--- src/rtl/sdt_pkg.sv ---
// shared state codes for the squared distance transform unit
// no dependencies
package sdt_pkg;
	typedef logic [1:0] state_t;
	localparam state_t ST_LOAD  = 2'd0;
	localparam state_t ST_RUN   = 2'd1;
	localparam state_t ST_DRAIN = 2'd2;
	localparam state_t ST_OUT   = 2'd3;
endpackage

--- src/rtl/squared_distance_transform_1d_unit.sv ---
// top level of the 1d squared distance transform
// depends on sdt_pkg and sdt_sample_mem
//
// channel | beat fields                  | handshake
// input   | sample_value, sample_last    | in_valid, in_stall
// output  | distance_out, distance_last  | out_valid, out_stall
//
// samples load one per cycle into the sample store
// after the last sample, each position q scans all n stored samples through the
// single read port, then its result leaves as one output beat
// the input stalls from the last sample until the final result beat is taken
// reset clears control only; the store needs no clearing
// a stalled result holds in the output register
module squared_distance_transform_1d_unit #(
	parameter int LINE_LENGTH = 64,
	parameter int VALUE_WIDTH = 24
) (
	input  logic                   clk,
	input  logic                   arst_n,
	input  logic                   in_valid,
	output logic                   in_stall,
	input  logic [VALUE_WIDTH-1:0] sample_value,
	input  logic                   sample_last,
	output logic                   out_valid,
	input  logic                   out_stall,
	output logic [VALUE_WIDTH-1:0] distance_out,
	output logic                   distance_last
);
	localparam int IW = $clog2(LINE_LENGTH);
	localparam int CW = $clog2(LINE_LENGTH + 1);
	localparam int SW = VALUE_WIDTH + 2 * IW + 1;
	localparam logic [VALUE_WIDTH-1:0] INF = {VALUE_WIDTH{1'b1}};
	localparam logic [CW-1:0] LEN_C = CW'(LINE_LENGTH);

	sdt_pkg::state_t state_q;
	logic [CW-1:0] cnt_q;   // samples held
	logic [CW-1:0] n_q;     // line length being emitted
	logic [IW-1:0] q_q;     // output position
	logic [IW-1:0] v_q;     // read address being issued
	logic [VALUE_WIDTH-1:0] best_q;
	logic [VALUE_WIDTH-1:0] rd_data;
	logic          val_s1;
	logic          endf_s1;
	logic [IW-1:0] v_s1;

	logic in_acc;
	logic out_acc;
	assign in_stall = (state_q != sdt_pkg::ST_LOAD);
	assign in_acc   = in_valid && !in_stall;
	assign out_acc  = out_valid && !out_stall;

	sdt_sample_mem #(.DEPTH(LINE_LENGTH), .WIDTH(VALUE_WIDTH)) u_mem (
		.clk     (clk),
		.wr_en   (in_acc),
		.wr_addr (cnt_q[IW-1:0]),
		.wr_data (sample_value),
		.rd_addr (v_q),
		.rd_data (rd_data)
	);

	// candidate f[v] + (q - v)^2, saturated, finite samples only
	logic [IW-1:0]            off;
	logic [2*IW-1:0]          off_sq;
	logic [SW-1:0]            sum;
	logic [VALUE_WIDTH-1:0]   cand;
	logic [VALUE_WIDTH-1:0]   best_nx;
	always_comb begin
		off    = (q_q >= v_s1) ? (q_q - v_s1) : (v_s1 - q_q);
		off_sq = {{IW{1'b0}}, off} * {{IW{1'b0}}, off};
		sum    = SW'(rd_data) + SW'(off_sq);
		if (rd_data == INF || sum >= SW'(INF)) begin
			cand = INF;
		end else begin
			cand = sum[VALUE_WIDTH-1:0];
		end
		best_nx = (val_s1 && cand < best_q) ? cand : best_q;
	end

	logic issue_last;
	assign issue_last = (CW'(v_q) == n_q - CW'(1));

	always_ff @(posedge clk or negedge arst_n) begin
		if (!arst_n) begin
			state_q   <= sdt_pkg::ST_LOAD;
			cnt_q     <= '0;
			n_q       <= '0;
			q_q       <= '0;
			v_q       <= '0;
			val_s1    <= 1'b0;
			endf_s1   <= 1'b0;
			out_valid <= 1'b0;
		end else begin
			val_s1  <= 1'b0;
			endf_s1 <= 1'b0;
			case (state_q)
				sdt_pkg::ST_LOAD: begin
					if (in_acc) begin
						cnt_q <= cnt_q + CW'(1);
						if (sample_last || cnt_q == LEN_C - CW'(1)) begin
							n_q     <= cnt_q + CW'(1);
							q_q     <= '0;
							v_q     <= '0;
							state_q <= sdt_pkg::ST_RUN;
						end
					end
				end
				sdt_pkg::ST_RUN: begin
					// one read issued each cycle
					val_s1  <= 1'b1;
					endf_s1 <= issue_last;
					v_q     <= v_q + IW'(1);
					if (issue_last) begin
						state_q <= sdt_pkg::ST_DRAIN;
					end
				end
				sdt_pkg::ST_DRAIN: begin
					if (endf_s1) begin
						out_valid <= 1'b1;
						state_q   <= sdt_pkg::ST_OUT;
					end
				end
				sdt_pkg::ST_OUT: begin
					if (out_acc) begin
						out_valid <= 1'b0;
						v_q       <= '0;
						if (CW'(q_q) == n_q - CW'(1)) begin
							cnt_q   <= '0;
							state_q <= sdt_pkg::ST_LOAD;
						end else begin
							q_q     <= q_q + IW'(1);
							state_q <= sdt_pkg::ST_RUN;
						end
					end
				end
				default: begin
					state_q <= sdt_pkg::ST_LOAD;
				end
			endcase
		end
	end

	// payload registers
	always_ff @(posedge clk) begin
		v_s1 <= v_q;
		if (state_q == sdt_pkg::ST_LOAD || out_acc) begin
			best_q <= INF;
		end else begin
			best_q <= best_nx;
		end
		if (state_q == sdt_pkg::ST_DRAIN && endf_s1) begin
			distance_out  <= best_nx;
			distance_last <= (CW'(q_q) == n_q - CW'(1));
		end
	end

	a_out_state: assert property (@(posedge clk) disable iff (!arst_n)
		out_valid == (state_q == sdt_pkg::ST_OUT))
		else $error("result beat outside output state");
	a_pos_range: assert property (@(posedge clk) disable iff (!arst_n)
		(state_q != sdt_pkg::ST_LOAD) |-> (CW'(q_q) < n_q))
		else $error("output position beyond line");
	a_cnt_range: assert property (@(posedge clk) disable iff (!arst_n)
		cnt_q <= LEN_C)
		else $error("sample count beyond store");
	a_last_done: assert property (@(posedge clk) disable iff (!arst_n)
		(out_acc && distance_last) |=> (state_q == sdt_pkg::ST_LOAD && cnt_q == '0))
		else $error("line not closed after final beat");
endmodule

--- src/rtl/sdt_sample_mem.sv ---
// sample store: one write port, one registered read port
// no dependencies
module sdt_sample_mem #(
	parameter int DEPTH = 64,
	parameter int WIDTH = 24
) (
	input  logic                     clk,
	input  logic                     wr_en,
	input  logic [$clog2(DEPTH)-1:0] wr_addr,
	input  logic [WIDTH-1:0]         wr_data,
	input  logic [$clog2(DEPTH)-1:0] rd_addr,
	output logic [WIDTH-1:0]         rd_data
);
	logic [WIDTH-1:0] mem [DEPTH];

	always_ff @(posedge clk) begin
		if (wr_en) begin
			mem[wr_addr] <= wr_data;
		end
		rd_data <= mem[rd_addr];
	end
endmodule
--- config.mk ---
export PLATFORM = sky130hd
export DESIGN_NAME = squared_distance_transform_1d_unit
export DESIGN_NICKNAME = d
export VERILOG_FILES = /design/src/rtl/sdt_pkg.sv /design/src/rtl/squared_distance_transform_1d_unit.sv /design/src/rtl/sdt_sample_mem.sv
export SDC_FILE = /design/constraint.sdc
export NUM_CORES = 2
export LEC_CHECK = 0
export ABC_AREA = 0
export BUFFER_PORTS_ARGS = -buffer_cell sky130_fd_sc_hd__buf_2
export CAP_MARGIN = 20
export CORE_ASPECT_RATIO = 1.5
export CORE_MARGIN = 10
export CORE_UTILIZATION = 46
export DETAILED_ROUTE_END_ITERATION = 10
export GPL_TIMING_DRIVEN = 0
export RECOVER_POWER = 50
export SKIP_CTS_REPAIR_TIMING = 1
export SLEW_MARGIN = 20
export SYNTH_ARGS = -nofsm -noshare
export SYNTH_HDL_FRONTEND = slang
export SYNTH_HIERARCHICAL = 1
export SYNTH_SLANG_ARGS = --single-unit
export TNS_END_PERCENT = 5
--- constraint.sdc ---
create_clock -name clk -period 10.31 [get_ports clk]
set_input_delay 0 -clock clk [delete_from_list [all_inputs] [get_ports clk]]
set_output_delay 0 -clock clk [all_outputs]
set_load 0.05 [all_outputs]
==> flow_summary.toml <==
[placed_design]
placed_area_sq_mm = 0.07044
dp_cells = 5317
numPortBuffers = 55
hpwl_mm = 118.7
dpl_worst_slack_ps = 220.8
place_congestion = 0.8840

[final_layout]
fill_cells = 11120
multi_input_area_sq_mm = 0.01623
final_nets = 3732
final_layout_size_suffix_gt1_share_pct = 23.67
final_util_pct = 53.46
syn2layout_area_growth_pct = 15.31
final_cell_area_sq_mm = 0.07574
final_cells = 5634
seq_area_sq_mm = 0.04873

[run]
maxCapViolCount = 26

[detailed_routing]
first_pass_iters = 5
wl_per_cell_um = 31.42
vias = 34040
ant_nets = 0
drc = 0
first_iter_violations = 3375
via_per_inst = 6.041
wirelength_mm = 177.0

[synth]
synth_nets = 3422
synthArstFlopShare_pct = 1.883
ys_seq_area_share_pct = 74.19
synth_compound_gate_area_share_pct = 4.019
synthSimpleGateAreaFrac_pct = 3.057
ys_seq_elements = 1646
netlist_instances = 3313
synth_edf_count = 1561
synth_xor_area_share_pct = 0.5848
synth_top_family_by_area = "multiplexers"
synth_cell_type_count = 80
synth_area_sq_mm = 0.06568
synth_flop_cell = "edfxtp_1"
synthMuxAreaShare_pct = 14.61
syn_avg_cell_area_sq_um = 19.83
synth-adder-area-share_pct = 1.718
ys_warn_count = 6

[clock_tree]
clock-sinks = 1646
cts_tree = "done"
clk_root_buffer_cell = "clkbuf_16"
insertion_delay_ps = 810
cts_buffer_depth = 3
cts_buffers = 153
cts.reportedPaths.clkPinSlew_ps = 60
cts_max_level = 4

[timing]
slew_headroom_pct = -126.9
post-route-min-period_ps = 9636
slew_violations = 1620
setup_tns_ps = 0
fin_crit_sh_pct = 93.47
whs_ps = 10.08
fmax_ghz = 0.1038
finClkSkew_ps = 39.48
rsz0062_at_grt = "false"
tightest_slew_ps = 3404
hold_violations = 0
worst_slack_ps = 673.5
setup_violations = 0

[floorplanning]
dieArea_sq_mm = 0.1586
fp.dieW_um = 328.5
start_util_pct = 46.36
ios = 56
fp.coreArea_sq_mm = 0.1417
num_rows = 169
fp.dieH_um = 482.8

[worst_setup_path]
cp.required_ps = 10840
crit_type = "reg2reg"
end_kind = "register"
worstSetupStartpointType = "register"
path_max_fanout = 10
crit_slowest_cell = "fa_1"
cp_common_cell = "inv_1"
slowest_delay_ps = 550
critPathArrivalTime_ps = 10170

[run_status]
outcome = "finished, violations left"
violations = "max-capacitance violations, max-slew violations"

[grt]
grt-ovfl-total = 0
met2_usage_pct = 38.70
antenna_found_initial = 3
busiest_layer = "met2"
use_met3_pct = 3.397
grt_pass1_vias = 34620
grt_pass1_wl_mm = 252.1
grt_max_degree = 65
track_usage_pct = 22.31
grt_util_met1_pct = 26.72

[power]
clock_power_share_pct = 26.9
combPwrFrac_pct = 37.3
pwr-share-seq_pct = 35.8
p_leak_nw = 23.88
switching_power_mw = 7.387
intPower_mw = 14.01
ir_worst_vdd_mv = 0.7202
total_power_mw = 21.40
powerDensity_mw_per_mm2 = 282.6
switching_share_pct = 34.52

[min_path]
hp-class = "in2reg"
[placed cells by master (no fill, tap or decap), types with 20 or more instances in the layout]
cell,netlist,routed
a21o_1,21,21
a21oi_1,52,51
a221oi_1,52,52
a22oi_1,30,30
and3_1,22,22
buf_12,0,20
buf_16,0,42
buf_2,50,54
buf_4,32,36
clkbuf_1,56,136
clkbuf_16,0,157
clkinv_1,1,33
clkinv_2,0,21
dfrtp_1,31,31
dfxtp_1,54,54
dlygate4sd3_1,0,30
edfxtp_1,1561,1561
ha_1,63,63
inv_1,87,87
mux2_2,54,54
mux2i_1,98,98
mux4_2,355,355
nand2_1,81,81
nand3_1,59,59
nor2_1,121,59
nor2_4,0,62
o211ai_1,24,24
o21ai_0,66,66
o22ai_1,54,54
[metal layers]
| layer | part of all wire, % | routed length (um) |
|---|---|---|
| met1 | 37 | 65150 |
| met2 | 52 | 92010 |
| met3 | 5.3 | 9423 |
| met4 | 5.9 | 10450 |
| met5 | 0 | 0 |
[path summary, 6_finish.rpt]
check	slack, ps	cells after the start	endpoint	startpoint
worst min-delay path	10	4	out_valid$_DFFE_PN0P_	out_stall
max in group asynchronous	8420	4	cnt_q[6]$_DFFE_PN0P_	arst_n
worst max register to register	670	34	distance_out[21]$_DFFE_PP_	q_q[0]$_DFFE_PN0P_
worst max-delay path	670	34	distance_out[21]$_DFFE_PP_	q_q[0]$_DFFE_PN0P_
worst min register to register	530	2	best_q[0]$_SDFF_PP1_	best_q[0]$_SDFF_PP1_
min in group asynchronous	880	4	v_q[3]$_DFFE_PN0P_	arst_n
[state kept, by name, indices dropped and copies added (netlist names), 2 cells and up]
name           flops
best_q            24
q_q                6
u_mem/rd_data     24
cnt_q              7
v_q                6
v_s1               6
u_mem/mem       1536
state_q            2
distance_out      24
n_q                7
[synthesized netlist by cell type (54+ instances only)]
cell / count / share of area, %
o21ai_0: 66 / 0.50
nand2_1: 81 / 0.46
mux2i_1: 98 / 1.5
inv_1: 87 / 0.50
nor2_1: 121 / 0.69
o22ai_1: 54 / 0.51
mux4_2: 355 / 12
edfxtp_1: 1561 / 71
mux2_2: 54 / 0.93
nand3_1: 59 / 0.45
dfxtp_1: 54 / 1.6
clkbuf_1: 56 / 0.32
ha_1: 63 / 1.2
[cells by family (layout without fill, tap and decap cells)]
logic type	after synthesis	after routing
AOI/OAI and AO/OA	386	386
buffers and inverters	251	689
DFF	1646	1646
other	0	2
adders and majority gates	80	80
muxes	508	508
xor gates and xnor gates	37	37
and+or+nand+nor	405	405
[power by group through the flow]
stage / clock network, mW / logic, mW / registers (mW)
after global routing: 6.13 / 8.91 / 7.69
after floorplan: 0 / 5.84 / 7.75
final: 5.75 / 7.98 / 7.67
after CTS: 5.85 / 8.07 / 7.66
after detailed placement: 0 / 8.01 / 7.80
after global placement: 0 / 7.96 / 7.80
[cell type report]
cell class	count	share of cell area, %
Clock buffer	192	5.440
Multi-Input combinational cell	1416	21.44
Tap cell	1881	3.108
Buffer	162	1.133
Antenna cell	2	0.006608
Sequential cell	1646	64.34
Inverter	89	0.4411
Timing Repair Buffer	155	2.810
Clock inverter	91	1.282
[worst max-delay path, delay by kind of cell, from the launching register on]
kind / cells / cell delay [ps]
compound gates: 14 / 3780
xor+xnor: 1 / 330
fa+ha+maj: 8 / 3180
buf+inv: 8 / 980
flops: 1 / 470
mux: 1 / 260
simple gates: 2 / 370
No activity file was read; power rests on OpenSTA's default activity.
